**config.mk**
```make
export PLATFORM = sky130hd
export DESIGN_NAME = columnar_transposition_unit
export DESIGN_NICKNAME = d
export VERILOG_FILES = /design/src/hw/rtl/ctu_pkg.sv /design/src/hw/rtl/ctu_div.sv /design/src/hw/rtl/ctu_buf.sv /design/src/hw/rtl/columnar_transposition_unit.sv
export SDC_FILE = /design/constraint.sdc
export NUM_CORES = 1
export LEC_CHECK = 0
export BUFFER_PORTS_ARGS = -buffer_cell sky130_fd_sc_hd__buf_2
export CAP_MARGIN = 20
export CORE_MARGIN = 1.5
export CORE_UTILIZATION = 57
export CTS_BUF_LIST = sky130_fd_sc_hd__clkbuf_16
export DETAILED_ROUTE_END_ITERATION = 12
export PLACE_DENSITY = 0.78
export SYNTH_ARGS = -nofsm -noshare
export SYNTH_HDL_FRONTEND = slang
export SYNTH_SLANG_ARGS = --single-unit
```
**constraint.sdc**
```tcl
create_clock -name clk -period 3.89 [get_ports clk]
set_clock_uncertainty 0.15 [all_clocks]
set_input_delay 0.778 -clock clk [delete_from_list [all_inputs] [get_ports clk]]
set_output_delay 0.778 -clock clk [all_outputs]
set_load 0.01 [all_outputs]
```
**src/hw/rtl/ctu_pkg.sv**
```systemverilog
// ----------------------------------------------------------------------------
// ctu_pkg - shared types and constants of the columnar transposition unit
// Buffer sizing, field widths, status and register codes, sequencer states.
// ----------------------------------------------------------------------------
package ctu_pkg;

  // Message buffer depth and derived widths
  localparam int MAX_LEN = 64;
  localparam int ADDR_W  = $clog2(MAX_LEN);
  localparam int CNT_W   = $clog2(MAX_LEN + 1);
  localparam int STEP_W  = $clog2(CNT_W + 1);

  // Field widths
  localparam int DATA_W  = 8;
  localparam int COL_W   = 7;
  localparam int STAT_W  = 2;
  localparam int CFG_A_W = 1;

  localparam logic [CNT_W-1:0] MAX_CNT = CNT_W'(MAX_LEN);

  // Result status codes
  typedef enum logic [STAT_W-1:0] {
    STAT_OK       = 2'd0,
    STAT_BAD_LEN  = 2'd1,
    STAT_TOO_LONG = 2'd2
  } status_t;

  // Register indexes
  typedef enum logic [CFG_A_W-1:0] {
    CFG_COLUMN_COUNT = 1'b0,
    CFG_DIRECTION    = 1'b1
  } cfg_idx_t;

  // Sequencer states
  typedef enum logic [2:0] {
    ST_IDLE,
    ST_DIV,
    ST_READ,
    ST_SEND,
    ST_ERR
  } ctu_state_t;

  // Divider result bundle
  typedef struct packed {
    logic             done;
    logic [CNT_W-1:0] quot;
    logic [COL_W-1:0] rem;
  } div_res_t;

endpackage

```
**src/hw/rtl/ctu_div.sv**
```systemverilog
// ----------------------------------------------------------------------------
// ctu_div - iterative restoring divider
// Divides the message length by the column count, one quotient bit a cycle.
// ----------------------------------------------------------------------------
module ctu_div (
  input  logic                    clk,
  input  logic                    rst_n,
  input  logic                    start,
  input  logic [ctu_pkg::CNT_W-1:0] dividend,
  input  logic [ctu_pkg::COL_W-1:0] divisor,
  output ctu_pkg::div_res_t       res
);
  import ctu_pkg::*;

  logic [COL_W-1:0]  rem_r, rem_nxt;
  logic [CNT_W-1:0]  quo_r, quo_nxt;
  logic [COL_W-1:0]  dvs_r, dvs_nxt;
  logic [STEP_W-1:0] step_r, step_nxt;
  logic              busy_r, busy_nxt;
  logic              done_r, done_nxt;
  logic [COL_W:0]    trial;
  logic [COL_W:0]    diff;

  // One shift-subtract step per cycle
  always_comb begin
    trial    = {rem_r, quo_r[CNT_W-1]};
    diff     = trial - {1'b0, dvs_r};
    rem_nxt  = rem_r;
    quo_nxt  = quo_r;
    dvs_nxt  = dvs_r;
    step_nxt = step_r;
    busy_nxt = busy_r;
    done_nxt = 1'b0;
    if (start) begin
      rem_nxt  = '0;
      quo_nxt  = dividend;
      dvs_nxt  = divisor;
      step_nxt = STEP_W'(CNT_W);
      busy_nxt = 1'b1;
    end else if (busy_r) begin
      if (trial >= {1'b0, dvs_r}) begin
        rem_nxt = diff[COL_W-1:0];
        quo_nxt = {quo_r[CNT_W-2:0], 1'b1};
      end else begin
        rem_nxt = trial[COL_W-1:0];
        quo_nxt = {quo_r[CNT_W-2:0], 1'b0};
      end
      step_nxt = step_r - STEP_W'(1);
      if (step_r == STEP_W'(1)) begin
        busy_nxt = 1'b0;
        done_nxt = 1'b1;
      end
    end
  end

  // Control state
  always_ff @(posedge clk) begin
    if (!rst_n) begin
      busy_r <= 1'b0;
      done_r <= 1'b0;
      step_r <= '0;
    end else begin
      busy_r <= busy_nxt;
      done_r <= done_nxt;
      step_r <= step_nxt;
    end
  end

  // Datapath
  always_ff @(posedge clk) begin
    rem_r <= rem_nxt;
    quo_r <= quo_nxt;
    dvs_r <= dvs_nxt;
  end

  assign res.done = done_r;
  assign res.quot = quo_r;
  assign res.rem  = rem_r;

endmodule

```
**src/hw/rtl/ctu_buf.sv**
```systemverilog
// ----------------------------------------------------------------------------
// ctu_buf - message buffer
// Single write port, single registered read port.
// ----------------------------------------------------------------------------
module ctu_buf (
  input  logic                       clk,
  input  logic                       wr_en,
  input  logic [ctu_pkg::ADDR_W-1:0] wr_addr,
  input  logic [ctu_pkg::DATA_W-1:0] wr_data,
  input  logic                       rd_en,
  input  logic [ctu_pkg::ADDR_W-1:0] rd_addr,
  output logic [ctu_pkg::DATA_W-1:0] rd_data
);
  import ctu_pkg::*;

  logic [DATA_W-1:0] mem [MAX_LEN];
  logic [DATA_W-1:0] rd_data_r;

  // Write port
  always_ff @(posedge clk) begin
    if (wr_en) begin
      mem[wr_addr] <= wr_data;
    end
  end

  // Read port, data held until the next read
  always_ff @(posedge clk) begin
    if (rd_en) begin
      rd_data_r <= mem[rd_addr];
    end
  end

  assign rd_data = rd_data_r;

endmodule

```
**src/hw/rtl/columnar_transposition_unit.sv**
```systemverilog
// ----------------------------------------------------------------------------
// columnar_transposition_unit - columnar transposition cipher
// Buffers a message, then reads it back column by column of its grid.
// ----------------------------------------------------------------------------
//  channel | direction | handshake          | payload
//  in_     | slave     | tvalid/tready      | tdata: data_byte; tlast: last_byte
//  out_    | master    | tvalid/tready      | tdata: out_byte; tlast: end; tuser: status
//  cfg_    | slave     | we (no wait)       | addr: register index; wdata: value
//
//  Each input byte takes one cycle. The byte with tlast starts a length
//  check in the divider, which forms the quotient bit by bit before the
//  sequencer acts on the result. A clean message then gives its results
//  one at a time, each a buffer read followed by a send state. Overflow
//  or zero columns give the error result on the next cycle; a ragged
//  length gives it once the length check is done.
//  in_tready is low from the last byte until the last result is taken;
//  out_tready low simply holds the current result.
//  Synchronous reset clears the sequencer, byte count and overflow flag and
//  sets column_count 1, encrypt. The buffer itself is not cleared.
// ----------------------------------------------------------------------------
module columnar_transposition_unit (
  input  logic                        clk,
  input  logic                        rst_n,
  // input stream
  input  logic                        in_tvalid,
  output logic                        in_tready,
  input  logic [ctu_pkg::DATA_W-1:0]  in_tdata,   // [7:0] data_byte
  input  logic                        in_tlast,
  // result stream
  output logic                        out_tvalid,
  input  logic                        out_tready,
  output logic [ctu_pkg::DATA_W-1:0]  out_tdata,  // [7:0] out_byte
  output logic                        out_tlast,
  output logic [ctu_pkg::STAT_W-1:0]  out_tuser,  // [1:0] status
  // configuration
  input  logic                        cfg_we,
  input  logic [ctu_pkg::CFG_A_W-1:0] cfg_addr,
  input  logic [ctu_pkg::COL_W-1:0]   cfg_wdata
);
  import ctu_pkg::*;

  ctu_state_t       state_r, state_nxt;
  logic [COL_W-1:0] column_count_r;
  logic             direction_r;
  logic [CNT_W-1:0] byte_cnt_r, byte_cnt_nxt;
  logic             ovf_r, ovf_nxt;
  logic [CNT_W-1:0] len_r, len_nxt;
  logic [CNT_W-1:0] width_r, width_nxt;
  logic [CNT_W-1:0] height_r, height_nxt;
  logic [CNT_W-1:0] pos_r, pos_nxt;
  logic [CNT_W-1:0] row_r, row_nxt;
  logic [CNT_W-1:0] col_r, col_nxt;
  logic [CNT_W-1:0] k_r, k_nxt;
  status_t          status_r, status_nxt;

  logic             full;
  logic             is_last_res;
  logic             div_start;
  logic             wr_en;
  logic             rd_en;
  logic [DATA_W-1:0] rd_data;
  div_res_t         div_res;

  assign full        = (byte_cnt_r == MAX_CNT);
  assign is_last_res = ((k_r + CNT_W'(1)) == len_r);

  // Configuration registers
  always_ff @(posedge clk) begin
    if (!rst_n) begin
      column_count_r <= COL_W'(1);
      direction_r    <= 1'b0;
    end else if (cfg_we) begin
      unique case (cfg_idx_t'(cfg_addr))
        CFG_COLUMN_COUNT: column_count_r <= cfg_wdata;
        CFG_DIRECTION:    direction_r    <= cfg_wdata[0];
        default:          ;
      endcase
    end
  end

  // Length divider
  ctu_div u_div (
    .clk      (clk),
    .rst_n    (rst_n),
    .start    (div_start),
    .dividend (byte_cnt_r + CNT_W'(1)),
    .divisor  (column_count_r),
    .res      (div_res)
  );

  // Message buffer
  ctu_buf u_buf (
    .clk     (clk),
    .wr_en   (wr_en),
    .wr_addr (byte_cnt_r[ADDR_W-1:0]),
    .wr_data (in_tdata),
    .rd_en   (rd_en),
    .rd_addr (pos_r[ADDR_W-1:0]),
    .rd_data (rd_data)
  );

  // Sequencer: next state and datapath
  always_comb begin
    state_nxt    = state_r;
    byte_cnt_nxt = byte_cnt_r;
    ovf_nxt      = ovf_r;
    len_nxt      = len_r;
    width_nxt    = width_r;
    height_nxt   = height_r;
    pos_nxt      = pos_r;
    row_nxt      = row_r;
    col_nxt      = col_r;
    k_nxt        = k_r;
    status_nxt   = status_r;
    div_start    = 1'b0;
    wr_en        = 1'b0;
    rd_en        = 1'b0;
    unique case (state_r)
      ST_IDLE: begin
        if (in_tvalid) begin
          if (full) begin
            ovf_nxt = 1'b1;
          end else begin
            wr_en        = 1'b1;
            byte_cnt_nxt = byte_cnt_r + CNT_W'(1);
          end
          if (in_tlast) begin
            byte_cnt_nxt = '0;
            ovf_nxt      = 1'b0;
            len_nxt      = full ? byte_cnt_r : byte_cnt_r + CNT_W'(1);
            if (ovf_r || full) begin
              status_nxt = STAT_TOO_LONG;
              state_nxt  = ST_ERR;
            end else if (column_count_r == '0) begin
              status_nxt = STAT_BAD_LEN;
              state_nxt  = ST_ERR;
            end else begin
              div_start = 1'b1;
              state_nxt = ST_DIV;
            end
          end
        end
      end
      ST_DIV: begin
        if (div_res.done) begin
          if (div_res.rem != '0) begin
            status_nxt = STAT_BAD_LEN;
            state_nxt  = ST_ERR;
          end else begin
            // column_count fits CNT_W here: it divides a length <= MAX_LEN
            width_nxt  = direction_r ? div_res.quot : column_count_r[CNT_W-1:0];
            height_nxt = direction_r ? column_count_r[CNT_W-1:0] : div_res.quot;
            pos_nxt    = '0;
            row_nxt    = '0;
            col_nxt    = '0;
            k_nxt      = '0;
            status_nxt = STAT_OK;
            state_nxt  = ST_READ;
          end
        end
      end
      ST_READ: begin
        rd_en     = 1'b1;
        state_nxt = ST_SEND;
      end
      ST_SEND: begin
        if (out_tready) begin
          if (is_last_res) begin
            state_nxt = ST_IDLE;
          end else begin
            k_nxt     = k_r + CNT_W'(1);
            state_nxt = ST_READ;
            // walk down the column, then step to the top of the next one
            if ((row_r + CNT_W'(1)) == height_r) begin
              row_nxt = '0;
              col_nxt = col_r + CNT_W'(1);
              pos_nxt = col_r + CNT_W'(1);
            end else begin
              row_nxt = row_r + CNT_W'(1);
              pos_nxt = pos_r + width_r;
            end
          end
        end
      end
      ST_ERR: begin
        if (out_tready) begin
          state_nxt = ST_IDLE;
        end
      end
      default: state_nxt = ST_IDLE;
    endcase
  end

  // Control state
  always_ff @(posedge clk) begin
    if (!rst_n) begin
      state_r    <= ST_IDLE;
      byte_cnt_r <= '0;
      ovf_r      <= 1'b0;
    end else begin
      state_r    <= state_nxt;
      byte_cnt_r <= byte_cnt_nxt;
      ovf_r      <= ovf_nxt;
    end
  end

  // Grid walk registers
  always_ff @(posedge clk) begin
    len_r    <= len_nxt;
    width_r  <= width_nxt;
    height_r <= height_nxt;
    pos_r    <= pos_nxt;
    row_r    <= row_nxt;
    col_r    <= col_nxt;
    k_r      <= k_nxt;
    status_r <= status_nxt;
  end

  // Ports
  assign in_tready  = (state_r == ST_IDLE);
  assign out_tvalid = (state_r == ST_SEND) || (state_r == ST_ERR);
  assign out_tdata  = (state_r == ST_ERR) ? '0 : rd_data;
  assign out_tlast  = (state_r == ST_ERR) || is_last_res;
  assign out_tuser  = status_r;

  // Checks
  a_no_overlap: assert property (@(posedge clk) disable iff (!rst_n)
    in_tready |-> !out_tvalid)
    else $error("input taken while a result is pending");

  a_div_done_state: assert property (@(posedge clk) disable iff (!rst_n)
    div_res.done |-> (state_r == ST_DIV))
    else $error("divider finished outside the length check");

  a_pos_in_range: assert property (@(posedge clk) disable iff (!rst_n)
    (state_r == ST_SEND) |-> (pos_r < len_r))
    else $error("buffer read beyond message length");

  a_cnt_bound: assert property (@(posedge clk) disable iff (!rst_n)
    byte_cnt_r <= MAX_CNT)
    else $error("byte count beyond buffer depth");

  a_read_then_send: assert property (@(posedge clk) disable iff (!rst_n)
    (state_r == ST_READ) |=> (state_r == ST_SEND))
    else $error("buffer read not followed by a result");

endmodule
```
# Yosys cells after proc, flatten, opt, wreduce, memory -nomap -nowiden

Memory sizes are Yosys's and may differ from the RTL's. A register that Yosys moved wholly into a read port is not among the register bits.
Cells that the tools add are included.

Add/sub/neg operators: 7
$lt $le $gt $ge: 1
Eq/ne operators: 17
Multiplexer cells: 62
Bitwise operators: 4
Reductions and logical operators: 21

Operators with widths:

| cell                | number |
|---|---|
| $mux 7              | 20 |
| $pmux 7 s2          | 4 |
| $mux 3              | 10 |
| $add 7x1->7 const B | 4 |
| $mux 1              | 19 |
| $pmux 3 s5          | 1 |
| $reduce_and 5->1    | 3 |
| $eq 7x7->1          | 2 |
| $mux 2              | 6 |
| $ne 2x2->1 const B  | 6 |
| $reduce_and 3->1    | 3 |
| $ge 8x7->1          | 1 |
| $mux 8              | 1 |
| $reduce_bool 2->1   | 4 |
| $add 7x7->7         | 1 |
| $eq 7x7->1 const B  | 1 |
| $logic_not 7->1     | 1 |
| $reduce_bool 7->1   | 1 |
| $sub 7x7->7         | 1 |
| $eq 3x1->1 const B  | 2 |
| $eq 3x2->1 const B  | 2 |
| $reduce_and 2->1    | 3 |
| $reduce_and 6->1    | 1 |
| $ne 2x1->1 const B  | 2 |
| other kinds (8)     | 13 |

Register bits after elaboration: 96
Memory bits (writable): 512
Bits of input ports: 22
Output and inout port bits: 13
Logic and storage cells: 132
Memories kept: 1

Memories:

| name      | depth | width | read ports | clocked after memory_dff | write ports | RTL line      | text |
|---|---|---|---|---|---|---|---|
| u_buf.mem | 64    | 8     | 1          | 1                        | 1           | ctu_buf.sv:16 | `logic [DATA_W-1:0] mem [MAX_LEN];` |

# Longest topological paths before layout

Gate-level depths: netlist (run 1).

Word-level depth: 7
Depth in mapped cells: 11
Mapped depth without buffers: 9

# Cells and area by module

From an unflattened synthesis (run 1), not the netlist that was laid out.

Cell total of the unflattened synthesis: 1419
Area, all modules: 25652.1 um^2

Modules (own cells, without submodules):

| module                      | instances | cells an instance | area each (um^2) | sequential area each (um^2) |
|---|---|---|---|---|
| ctu_buf                     | 1         | 940               | 20240.7          | 15615.0 |
| columnar_transposition_unit | 1         | 326               | 3862.5           | 1821.7 |
| ctu_div                     | 1         | 153               | 1549.0           | 660.6 |

# Worst setup path after synthesis (run 1)

Ideal clock, no wire load.

Path type: register to register
From: reg k_r[0]
To: reg k_r[0] (enable)
Setup time: 448 ps
Data arrival time: 3246 ps
Data required time: 3292 ps
Path slack: 46 ps
Stages on the path, launching flop included: 8
Buffers on the path: 0
Clock period less this slack: 3844 ps
Path through: edfxtp_1 ha_1 and3_1 xor3_1 nor4_1 nand4_1 nor2_1 nor4_1

Word-level cells in the longest chain between the ends: 4

RTL lines:

| what                              | RTL line                           | text |
|---|---|---|
| from (decl)                       | columnar_transposition_unit.sv:53  | `logic [CNT_W-1:0] k_r, k_nxt;` |
| from (signal assigned)            | columnar_transposition_unit.sv:215 | `k_r <= k_nxt;` |
| $add 7x1->7                       | columnar_transposition_unit.sv:65  | `assign is_last_res = ((k_r + CNT_W'(1)) == len_r);` |
| $eq 7x7->1                        | columnar_transposition_unit.sv:65  |  |
| $ne 2x2->1 (no source line)       | n/a                                |  |
| $reduce_and 5->1 (no source line) | n/a                                |  |

Every way passes these cells.
A chain may end at the register's enable or synchronous reset.

# Worst setup path in the final report (run 1)

From: reg k_r[0]
To: out out_tlast

Word-level cells in the longest chain between the ends: 3

RTL lines:

| what             | RTL line                           | text |
|---|---|---|
| $add 7x1->7      | columnar_transposition_unit.sv:65  |  |
| $eq 7x7->1       | columnar_transposition_unit.sv:65  |  |
| $logic_or 1x1->1 | columnar_transposition_unit.sv:223 | `assign out_tlast = (state_r == ST_ERR) \|\| is_last_res;` |
| to (decl)        | columnar_transposition_unit.sv:33  | `output logic out_tlast,` |

Every way passes these cells.

==> summary.md, run 1 <==
| Metric | Value |
|---|---|
| Post-Syn Area | `25000 sq um` |
| Gr usage total | `around 25%` |
| Synth Instances | `between 1000 and 1500` |
| Number of synthesized flops with an enable pin | `582` |
| Die H | `approximately 210 microns` |
| Core Rows | `76` |
| Register area share after synthesis | `between 70% and 80%` |
| Total die area | `about 45000 sq um` |
| Non-filler instance count after layout | `2026` |
| Status | `finished clean` |
| # setup viols final | `0` |
| Max_slew headroom | `between 20% and 30%` |
| Clock transition at path regs | `about 0.06 ns` |
| Slew Limit Fails | `0` |
| Via density | `about 6.3` |
| Initial antenna violation count | `1` |
| Crit path kind | `flip-flop to output port` |
| Synth warnings | `0` |
| Wirelength per Cell | `26.7 microns` |
| Slew @ Worst Pin | `between 1 and 1.5 ns` |
| Design area | `roughly 28000 sq um` |
| Post-detail-place hpwl | `33.9 mm` |
| Startpoint Class | `flip-flop` |
| Number of global-route vias before repair | `12705` |
| Synthesis-to-finish area growth | `11.7%` |
| Core Footprint | `43200 sq um` |
| # diodes | `0` |
| Max VDD drop | `between 0.4 and 0.5 mV` |
| Syn Area/Cell | `19.0 sq um` |
| Ys flop type | `edfxtp_1` |
| Cells after DPL | `just under 2000` |
| Share of flip-flops with an asynchronous set or reset after synthesis | `0%` |
| Arr. time, crit path | `2.65 ns` |
| Layout Utilization | `between 60 and 70%` |
| IO Port Bufs | `34` |
| Die Wd | `212 microns` |
| Unrepaired setup endpoints after global routing | `no` |
| Global-route wire length before repair | `81.6 mm` |
| Fill cells | `2886` |
| Io pins | `35` |
| Cell variety after synth | `between 50 and 60` |
| Initial drt markers | `about 1700` |
| Period utilisation layout | `91.9%` |
| DRT antenna net count | `0` |
| Seq cells post-synth | `between 600 and 700` |
| Vias after detailed routing | `~13000` |
| Htree depth | `2` |
| Commonest non-fill, non-tap cell in the layout | `edfxtp_1` |
| Worst Slack Setup Final | `0.317 ns` |
| Fin. Hold Viols | `0` |
| Resize count post-CTS | `0` |
| Area fraction of the dominant cell type after synthesis | `between 70% and 80%` |
| Clock tree buffer depth | `3` |
| Power density over cell area | `between 400 and 500 nW/um^2` |
| Layout cells sized above 1 | `about 25%` |
| Crit path time final | `around 3.6 ns` |
| Leakage | `about 9 nW` |
| Max Clock Freq | `about 0.28 GHz` |
| Total CTS buffers | `59` |
| Final net count | `1440` |
| GP Congestion | `around 0.89` |
| Initial cell density of the core | `57.8%` |
| Setup bufs post-CTS | `0` |
| Max_cap viols | `0` |
| Endpoint type of the worst setup path | `output port` |
| Largest net degree at the start of global routing | `65` |
| Placed inst area | `~26000 sq um` |
| Yosys top cell by area | `edfxtp_1` |
| TritonCTS clock tree | `yes` |
| Synth area leaders | `edfxtp_1, mux4_2, dfxtp_1, nor2_1, ha_1` |
| Clock latency on the worst-skew pair | `between 0.6 and 0.7 ns` |
| Drt first pass iters | `5` |
| Root Driver | `clkbuf_16` |
| Critical path fanouts, max | `5` |
| Clock Sinks | `613` |
| Most frequent cells in the layout | `edfxtp_1, mux4_2, nor2_1, clkbuf_16, nand2_1` |
| Mapped Nets | `between 1000 and 1500` |
| # DRC | `0` |
| Grt ovf | `0` |
| Final wirelength | `~54 mm` |
| CTS Hold Buffers Added | `0` |
| Hold depth | `3` |
| Setup Slack @ Placement | `between 0.6 and 0.7 ns` |
| Hold Path Class | `input port to flip-flop` |
| Total Neg Setup Slack | `0 ns` |
| CP required | `2.96 ns` |
| R2R depth | `5` |
layout make-up:
| type | count | area [sq um] | area share (%) |
|---|---|---|---|
| multi-input combinational | 608 | 6450 | 23.1 |
| timing repair buffer | 90 | 666 | 2.39 |
| tap | 585 | 732 | 2.62 |
| sequential | 613 | 18100 | 64.9 |
| clock buffer | 64 | 1600 | 5.74 |
| inverter | 25 | 93.8 | 0.337 |
| clock inverter | 41 | 240 | 0.862 |
sequential cells by signal (all words and copies together), names as in the netlist, 2 cells and up:
register and count:
u_div.dvs_r 7, len_r 7, u_div.quo_r 7, u_buf.rd_data 8
state_r 3, pos_r 6, u_div.rem_r 7, row_r 7
k_r 7, width_r 6, u_buf.mem 512, column_count_r 7
col_r 6, out_tuser 2, height_r 7, u_div.step_r 3
byte_cnt_r 7
path summary, 6_finish.rpt:
path                         from                 to  slack [ns]
setup reg to reg    byte_cnt_r[3]   u_buf.mem[27][1]        0.59
setup / recovery           k_r[0]          out_tlast        0.32
hold reg to reg   u_div.step_r[2]       u_div.done_r        0.34
hold / removal       cfg_wdata[0]  column_count_r[0]        0.27
Yosys cell counts (all sizes together) (4+ instances only):
| master | count |
|---|---|
| nand2b | 10 |
| or2 | 5 |
| a211oi | 5 |
| nor4 | 8 |
| a21oi | 23 |
| xor2 | 13 |
| and2 | 14 |
| buf | 35 |
| ha | 19 |
| xnor2 | 22 |
| clkbuf | 32 |
| nor2b | 17 |
| or3 | 5 |
| a21boi | 6 |
| o21ai | 13 |
| xnor3 | 5 |
| o22ai | 16 |
| nand2 | 53 |
| dfxtp | 31 |
| a22oi | 5 |
| edfxtp | 582 |
| a21o | 4 |
| and3 | 8 |
| nand3 | 17 |
| nor3 | 9 |
| nor2 | 119 |
| mux2 | 12 |
| nand3b | 4 |
| mux4 | 160 |
| inv | 25 |
| mux2i | 11 |
| a31oi | 5 |
stage by stage:
step / hold slack (ns) / total power, mW
global placement: 0.303 / 8.44
finish: 0.273 / 13.8
global route: 0.255 / 14.2
floorplan: 0.284 / 8.15
CTS: 0.239 / 13.8
detailed placement: 0.318 / 8.47
cells by family after synthesis:
group | after synthesis | share of synthesized area [%]
flops | 613 | 72.5
simple gates | 277 | 5.28
buf+inv | 92 | 1.66
xor+xnor | 42 | 1.87
fa+ha+maj | 21 | 1.11
compound gates | 85 | 2.15
mux | 183 | 15.4
per-layer routing:
layer	wire length, microns	GRT usage [%]	part of all wire, %	vias to the layer above
met2	25800	39.2	48	667
met5	0	0	0	-
met4	1440	7.36	2.7	0
met3	4950	4.96	9.2	88
li1	-	-	-	5404
met1	21800	36.9	40	6524
report_power, final:
part / switching, mW / internal, mW
Sequential: 0.101 / 7.32
Combinational: 0.551 / 0.368
Clock: 2.35 / 3.07
Total: 3.00 / 10.8
worst max-delay path, cell delays in order, from the launching register on:
cell and delay (ns):
edfxtp_1 0.49, ha_1 0.29, xnor2_1 0.25, xnor2_1 0.10, nor4_1 0.32, nand4_1 0.30, nand2_1 0.16, buf_2 0.14
No activity file was read; power rests on OpenSTA's default activity.
==> run 2, diff against run 1 <==
==> constraint.sdc (replaced) <==
create_clock -name clk -period 3 [get_ports clk]
set_clock_uncertainty 0.15 [all_clocks]
set_input_delay 0.6 -clock clk [delete_from_list [all_inputs] [get_ports clk]]
set_output_delay 0.6 -clock clk [all_outputs]
set_load 0.01 [all_outputs]
==> run 2 against run 1 <==
Against the previous run: combinational power increased by 39%; total power increased by 30%; non-clock buffer count increased by 55; the run now ends with setup timing left; flip-flop and latch count unchanged; final cell count increased by 2.8%.
==> summary.md, run 2 (synthesis results as in run 1) <==
| Metric | Value |
|---|---|
| Power density over cell area | `629 nW/um^2 (+27%)` |
| Drt first pass iters | `5 (unchanged)` |
| GP Congestion | `0.836 (-5.5%)` |
| Post-detail-place hpwl | `33.6 mm (-0.88%)` |
| Status | `complete, but fails checks` |
| Final wirelength | `53.6 mm (-0.79%)` |
| Unrepaired setup endpoints after global routing | `yes` |
| Final net count | `1495 (+3.8%)` |
| CP max stage delay | `0.44 ns (-0.05 ns)` |
| Buf/Inv on CP | `1 (unchanged)` |
| Clock latency on the worst-skew pair | `0.62 ns (about the same)` |
| DRT antenna net count | `0 (unchanged)` |
| Core Footprint | `43200 sq um (unchanged)` |
| Io pins | `35 (unchanged)` |
| Crit path cell chain | `ha_4 -> xnor2_2 -> xnor2_1 -> nor4_2 -> nand4_1 -> nand2_1 -> buf_2` |
| CP max stage cell | `edfxtp_1` |
| Max VDD drop | `0.545 mV (+35%)` |
| Largest net degree at the start of global routing | `65 (unchanged)` |
| IO Port Bufs | `34 (unchanged)` |
| Total Neg Setup Slack | `-0.0151 ns (-0.0151 ns)` |
| # diodes | `0 (unchanged)` |
| Setup Slack @ Placement | `0.202 ns (-0.468 ns)` |
| CP required | `2.25 ns (-0.71 ns)` |
| Root Driver | `clkbuf_16` |
| Via density | `6.21 (-0.78%)` |
| Grt ovf | `0 (unchanged)` |
| # DRC | `0 (unchanged)` |
| Most flop-heavy register | `u_buf.mem` |
| Core Rows | `76 (unchanged)` |
| Die Wd | `212 microns (unchanged)` |
| Slew Limit Fails | `0 (unchanged)` |
| Gr usage total | `24.8% (-0.43 points)` |
| # setup viols final | `1 (+1)` |
| Crit path kind | `flip-flop to output port` |
| Clock Sinks | `613 (unchanged)` |
| Commonest non-fill, non-tap cell in the layout | `edfxtp_1` |
| Failing checks | `setup timing` |
| Max_slew headroom | `21.7% (+1.2 points)` |
| Top cell family by delay on the critical path | `simple AND/OR/NAND/NOR gates` |
| Total die area | `45100 sq um (unchanged)` |
| Most frequent cells in the layout | `edfxtp_1, mux4_2, nor2_1, buf_4, clkbuf_16` |
| Number of global-route vias before repair | `13201 (+3.9%)` |
| Htree depth | `2 (unchanged)` |
| Startpoint Class | `flip-flop` |
| Die H | `212 microns (unchanged)` |
| CTS Hold Buffers Added | `0 (unchanged)` |
| Leakage | `9.34 nW (+3.5%)` |
| Global-route wire length before repair | `81.4 mm (-0.28%)` |
| Tot Pwr | `17.9 mW (+30%)` |
| Wirelength per Cell | `25.7 microns (-3.5%)` |
| Vias after detailed routing | `12938 (+2.0%)` |
| Critical path fanouts, max | `3 (-2)` |
| Layout cells sized above 1 | `27.6% (+2.6 points)` |
| Slew @ Worst Pin | `1.17 ns (-0.0174 ns)` |
| Crit path time final | `3.02 ns` |
| Period utilisation layout | `101%` |
| Arr. time, crit path | `2.27 ns (-0.38 ns)` |
| Initial antenna violation count | `1 (unchanged)` |
| Clock tree buffer depth | `3 (unchanged)` |
| Initial drt markers | `1552 (-7.3%)` |
| Total CTS buffers | `59 (unchanged)` |
| Max_cap viols | `0 (unchanged)` |
| Fill cells | `2791 (-3.3%)` |
| Max reg flops | `512 (unchanged)` |
| Synthesis-to-finish area growth | `13.9%` |
| Hold Path Class | `input port to flip-flop` |
| Endpoint type of the worst setup path | `output port` |
| Initial cell density of the core | `57.8% (unchanged)` |
| Clock transition at path regs | `0.06 ns (about the same)` |
| TritonCTS clock tree | `yes` |
| Worst Slack Setup Final | `-0.0151 ns (-0.332 ns)` |
| Fin. Hold Viols | `0 (unchanged)` |
| Max Clock Freq | `about 0.33 GHz` |
run 2: cell types whose count changed in the layout (fill, tap and decap cells not counted), moves of 3 or more:
cell,change
buf_12,+10
buf_4,+45
clkbuf_16,-3
clkinv_1,+8
clkinv_2,-3
run 2: what timing repair did:
item | 4_1_cts | 5_1_grt
gates resized for setup | 4 | 1
setup endpoints to repair | 1 | 1
pin swaps | 1 | 1
setup buffers | 3 | 1
cloned | 0 | 0
run 2: final cells by class:
class | instances | area [sq um] | share of cell area, %
Clock buffer | 61 | 1530 | 5.37
Multi-Input combinational cell | 608 | 6490 | 22.8
Sequential cell | 613 | 18100 | 63.6
Clock inverter | 46 | 288 | 1.01
Inverter | 25 | 93.8 | 0.330
Timing Repair Buffer | 145 | 1200 | 4.23
Tap cell | 585 | 732 | 2.57
run 2: power breakdown:
| part | internal (mW) | switching, mW |
|---|---|---|
| clock | 3.91 | 3.07 |
| sequential | 9.50 | 0.123 |
| combinational | 0.534 | 0.743 |
| total | 13.9 | 3.94 |
run 2: tightest hold or removal path: stages:
cell     delay (ns)
buf_2          0.10
mux2i_1        0.07
nand2_1        0.06
run 2: layer usage:
layer / global-route usage, % / vias to the layer above / routed length, microns
met3: 4.84 / 65 / 4800
met5: 0 / - / 0
met1: 35.2 / 6743 / 21300
met4: 5.58 / 0 / 877
met2: 40.4 / 616 / 26600
li1: - / 5514 / -
run 2: path summary, 6_finish.rpt:
| path | start | to | slack [ns] | cells after the start |
|---|---|---|---|---|
| min | cfg_wdata[0] | column_count_r[0] | 0.10 | 3 |
| min reg2reg | u_div.step_r[2] | u_div.done_r | 0.34 | 1 |
| max reg2reg | pos_r[0] | u_buf.rd_data[3] | 0.24 | 6 |
| max | k_r[1] | out_tlast | -0.02 | 7 |
run 2: per-stage QoR:
step	instance area [sq um]	hold WS, ns	instances	utilization, %
6_report	28400	0.100	2083	65.9
5_1_grt	28400	0.0962	2083	65.9
4_1_cts	28400	0.0822	2082	65.8
3_5_place_dp	26600	0.312	1972	61.5
3_3_place_gp	26600	0.301	1972	61.5
2_1_floorplan	25000	0.284	1313	-
==> run 3, diff against run 2 <==
--- a/config.mk
+++ b/config.mk
@@ -7,11 +7,13 @@
 export LEC_CHECK = 0
 export BUFFER_PORTS_ARGS = -buffer_cell sky130_fd_sc_hd__buf_2
 export CAP_MARGIN = 20
+export CELL_PAD_IN_SITES_DETAIL_PLACEMENT = 1
+export CELL_PAD_IN_SITES_GLOBAL_PLACEMENT = 1
 export CORE_MARGIN = 1.5
-export CORE_UTILIZATION = 57
+export CORE_UTILIZATION = 45
 export CTS_BUF_LIST = sky130_fd_sc_hd__clkbuf_16
 export DETAILED_ROUTE_END_ITERATION = 12
-export PLACE_DENSITY = 0.78
+export PLACE_DENSITY = 0.71
 export SYNTH_ARGS = -nofsm -noshare
 export SYNTH_HDL_FRONTEND = slang
 export SYNTH_SLANG_ARGS = --single-unit
==> run 3 against run 2 <==
Against the previous run: the run still ends with setup timing left; count of clock-buffer cells in the layout rose by 6; clock power rose by 13%; critical path depth rose by 1; critical path type unchanged.
==> summary.md, run 3 (synthesis results as in run 1) <==
| Metric | Value |
|---|---|
| Largest net degree at the start of global routing | `65 (unchanged)` |
| Core Footprint | `55000 sq um (+27%)` |
| Status | `complete, but fails checks` |
| Die Wd | `239 microns (+12%)` |
| Max Clock Freq | `0.327 GHz (-1.3%)` |
| Die H | `239 microns (+12%)` |
| Post-detail-place hpwl | `38.0 mm (+13%)` |
| Total CTS buffers | `66 (+12%)` |
| # setup viols final | `1 (unchanged)` |
| IO Port Bufs | `34 (unchanged)` |
| Total Neg Setup Slack | `-0.0538 ns (-0.0387 ns)` |
| Unrepaired setup endpoints after global routing | `yes` |
| Max reg flops | `512 (unchanged)` |
| Commonest non-fill, non-tap cell in the layout | `edfxtp_1` |
| Initial cell density of the core | `45.4% (-12 points)` |
| CP required | `2.25 ns (about the same)` |
| Period utilisation layout | `102% (+1.3 points)` |
| Most flop-heavy register | `u_buf.mem` |
| Slew @ Worst Pin | `1.03 ns (-0.148 ns)` |
| Number of global-route vias before repair | `13534 (+2.5%)` |
| R2R depth | `6 (unchanged)` |
| Fin Hold WS | `0.105 ns (+0.00499 ns)` |
| Drt first pass iters | `5 (unchanged)` |
| Max_slew headroom | `31.6% (+9.9 points)` |
| Synthesis-to-finish area growth | `16.1%` |
| Setup crit end | `out_tlast` |
| Initial drt markers | `1191 (-23%)` |
| Slew Limit Fails | `0 (unchanged)` |
| Endpoint type of the worst setup path | `output port` |
| Startpoint Class | `flip-flop` |
| Final wirelength | `58.8 mm (+9.7%)` |
| Arr. time, crit path | `2.30 ns (+0.03 ns)` |
| Cells after DPL | `2146 (+8.8%)` |
| Fin. Hold Viols | `0 (unchanged)` |
| Max VDD drop | `0.428 mV (-21%)` |
| Htree depth | `3 (+1)` |
| Clock latency on the worst-skew pair | `0.60 ns (-0.02 ns)` |
| Core Rows | `86 (+13%)` |
| Leakage | `9.55 nW (+2.3%)` |
| Io pins | `35 (unchanged)` |
| GP Congestion | `0.825 (-1.3%)` |
| Root Driver | `clkbuf_16` |
| Critical path fanouts, max | `3 (unchanged)` |
| Crit path time final | `3.05 ns (+0.0387 ns)` |
| Global-route wire length before repair | `88.5 mm (+8.8%)` |
| FF-to-FF Start | `pos_r[1]` |
| Reg-to-reg endpoint | `u_buf.rd_data[7]` |
| Failing checks | `setup timing` |
| DRT antenna net count | `0 (unchanged)` |
| Vias after detailed routing | `12848 (-0.70%)` |
| Power density over cell area | `649 nW/um^2 (+3.2%)` |
| FF-to-FF setup slack | `0.18 ns (-0.06 ns)` |
| Worst Setup SP | `k_r[1]` |
| Gr usage total | `21.3% (-3.4 points)` |
| Hold Path Class | `input port to flip-flop` |
| Layout cells sized above 1 | `29.3% (+1.7 points)` |
| # DRC | `0 (unchanged)` |
| Initial antenna violation count | `1 (unchanged)` |
| Most frequent cells in the layout | `edfxtp_1, mux4_2, nor2_1, buf_4, clkbuf_16` |
| # diodes | `0 (unchanged)` |
| Clock transition at path regs | `0.07 ns (about the same)` |
| Via density | `5.66 (-8.8%)` |
| Wirelength per Cell | `25.9 microns (+0.79%)` |
| Grt ovf | `0 (unchanged)` |
| Total die area | `56900 sq um (+26%)` |
| Final net count | `1512 (+1.1%)` |
| Non-filler instance count after layout | `2268 (+8.9%)` |
| TritonCTS clock tree | `yes` |
| Worst Slack Setup Final | `-0.0538 ns (-0.0387 ns)` |
| Crit path kind | `flip-flop to output port` |
| Max_cap viols | `0 (unchanged)` |
| Clock Sinks | `613 (unchanged)` |
| Clock tree buffer depth | `3 (unchanged)` |
run 3: cell types whose count changed in the layout (fill, tap and decap cells not counted), sizes merged:
cell	before	now
buf	145	155
clkbuf	61	67
inv	38	43
bufinv	3	6
clkinv	29	28
clkinvlp	1	0
run 3: layout make-up:
cell class,instances,area [sq um]
Tap cell,748,936
Clock buffer,67,1680
Fill cell,4973,26000
Clock inverter,52,428
Sequential cell,613,18100
Timing Repair Buffer,155,1250
Inverter,25,93.8
Multi-Input combinational cell,608,6500
run 3: what timing repair did:
| item | 4_1_cts | 5_1_grt |
|---|---|---|
| resized for setup | 5 | 3 |
| hold endpoints to repair | 0 | 0 |
| setup endpoints to repair | 61 | 152 |
| pin swaps | 1 | 1 |
| hold buffers | 0 | 0 |
| setup buffers | 2 | 1 |
run 3: power by group:
part           internal (mW)  total, mW  switching (mW)
clock network           4.60       7.89            3.29
registers               9.50       9.61           0.117
logic                  0.533       1.30           0.762
total                   14.6       18.8            4.17
run 3: stage by stage:
stage / total power [mW] / utilization (%) / worst slack [ns] / area, sq um
3_5_place_dp: 11.1 / 48.8 / -0.112 / 26800
5_1_grt: 19.4 / 52.7 / -0.166 / 29000
2_1_floorplan: 10.6 / - / 0.331 / 25000
3_3_place_gp: 11.0 / 48.8 / 0.155 / 26800
4_1_cts: 19.0 / 52.7 / -0.0987 / 29000
6_report: 18.8 / 52.7 / -0.0538 / 29000
run 3: worst min-delay path by stage:
stage,endpoint,depth (start not counted),slack (ns),start
after floorplan,u_div.done_r,1,0.28,u_div.step_r[2]
after global placement,u_div.rem_r[1],2,0.34,u_div.rem_r[1]
after detailed placement,u_div.rem_r[1],2,0.37,u_div.rem_r[1]
after CTS,column_count_r[0],3,0.08,cfg_wdata[0]
after global routing,column_count_r[0],3,0.11,cfg_wdata[0]
final,column_count_r[0],3,0.11,cfg_wdata[0]
run 3: critical path, cell delays in order, from the launching register on:
cell	delay, ns
edfxtp_1	0.45
ha_4	0.21
xnor2_2	0.15
xnor2_1	0.13
nor4_1	0.27
nand4_1	0.16
buf_4	0.17
nand2_1	0.05
buf_2	0.13
run 3: layer usage:
metal | track usage, % | part of all wire, % | up-vias
met4 | 6.89 | 2.9 | 0
met1 | 29.9 | 43 | 6795
met3 | 3.51 | 5.5 | 103
met5 | 0 | 0 | -
met2 | 34.4 | 48 | 395
li1 | - | - | 5555
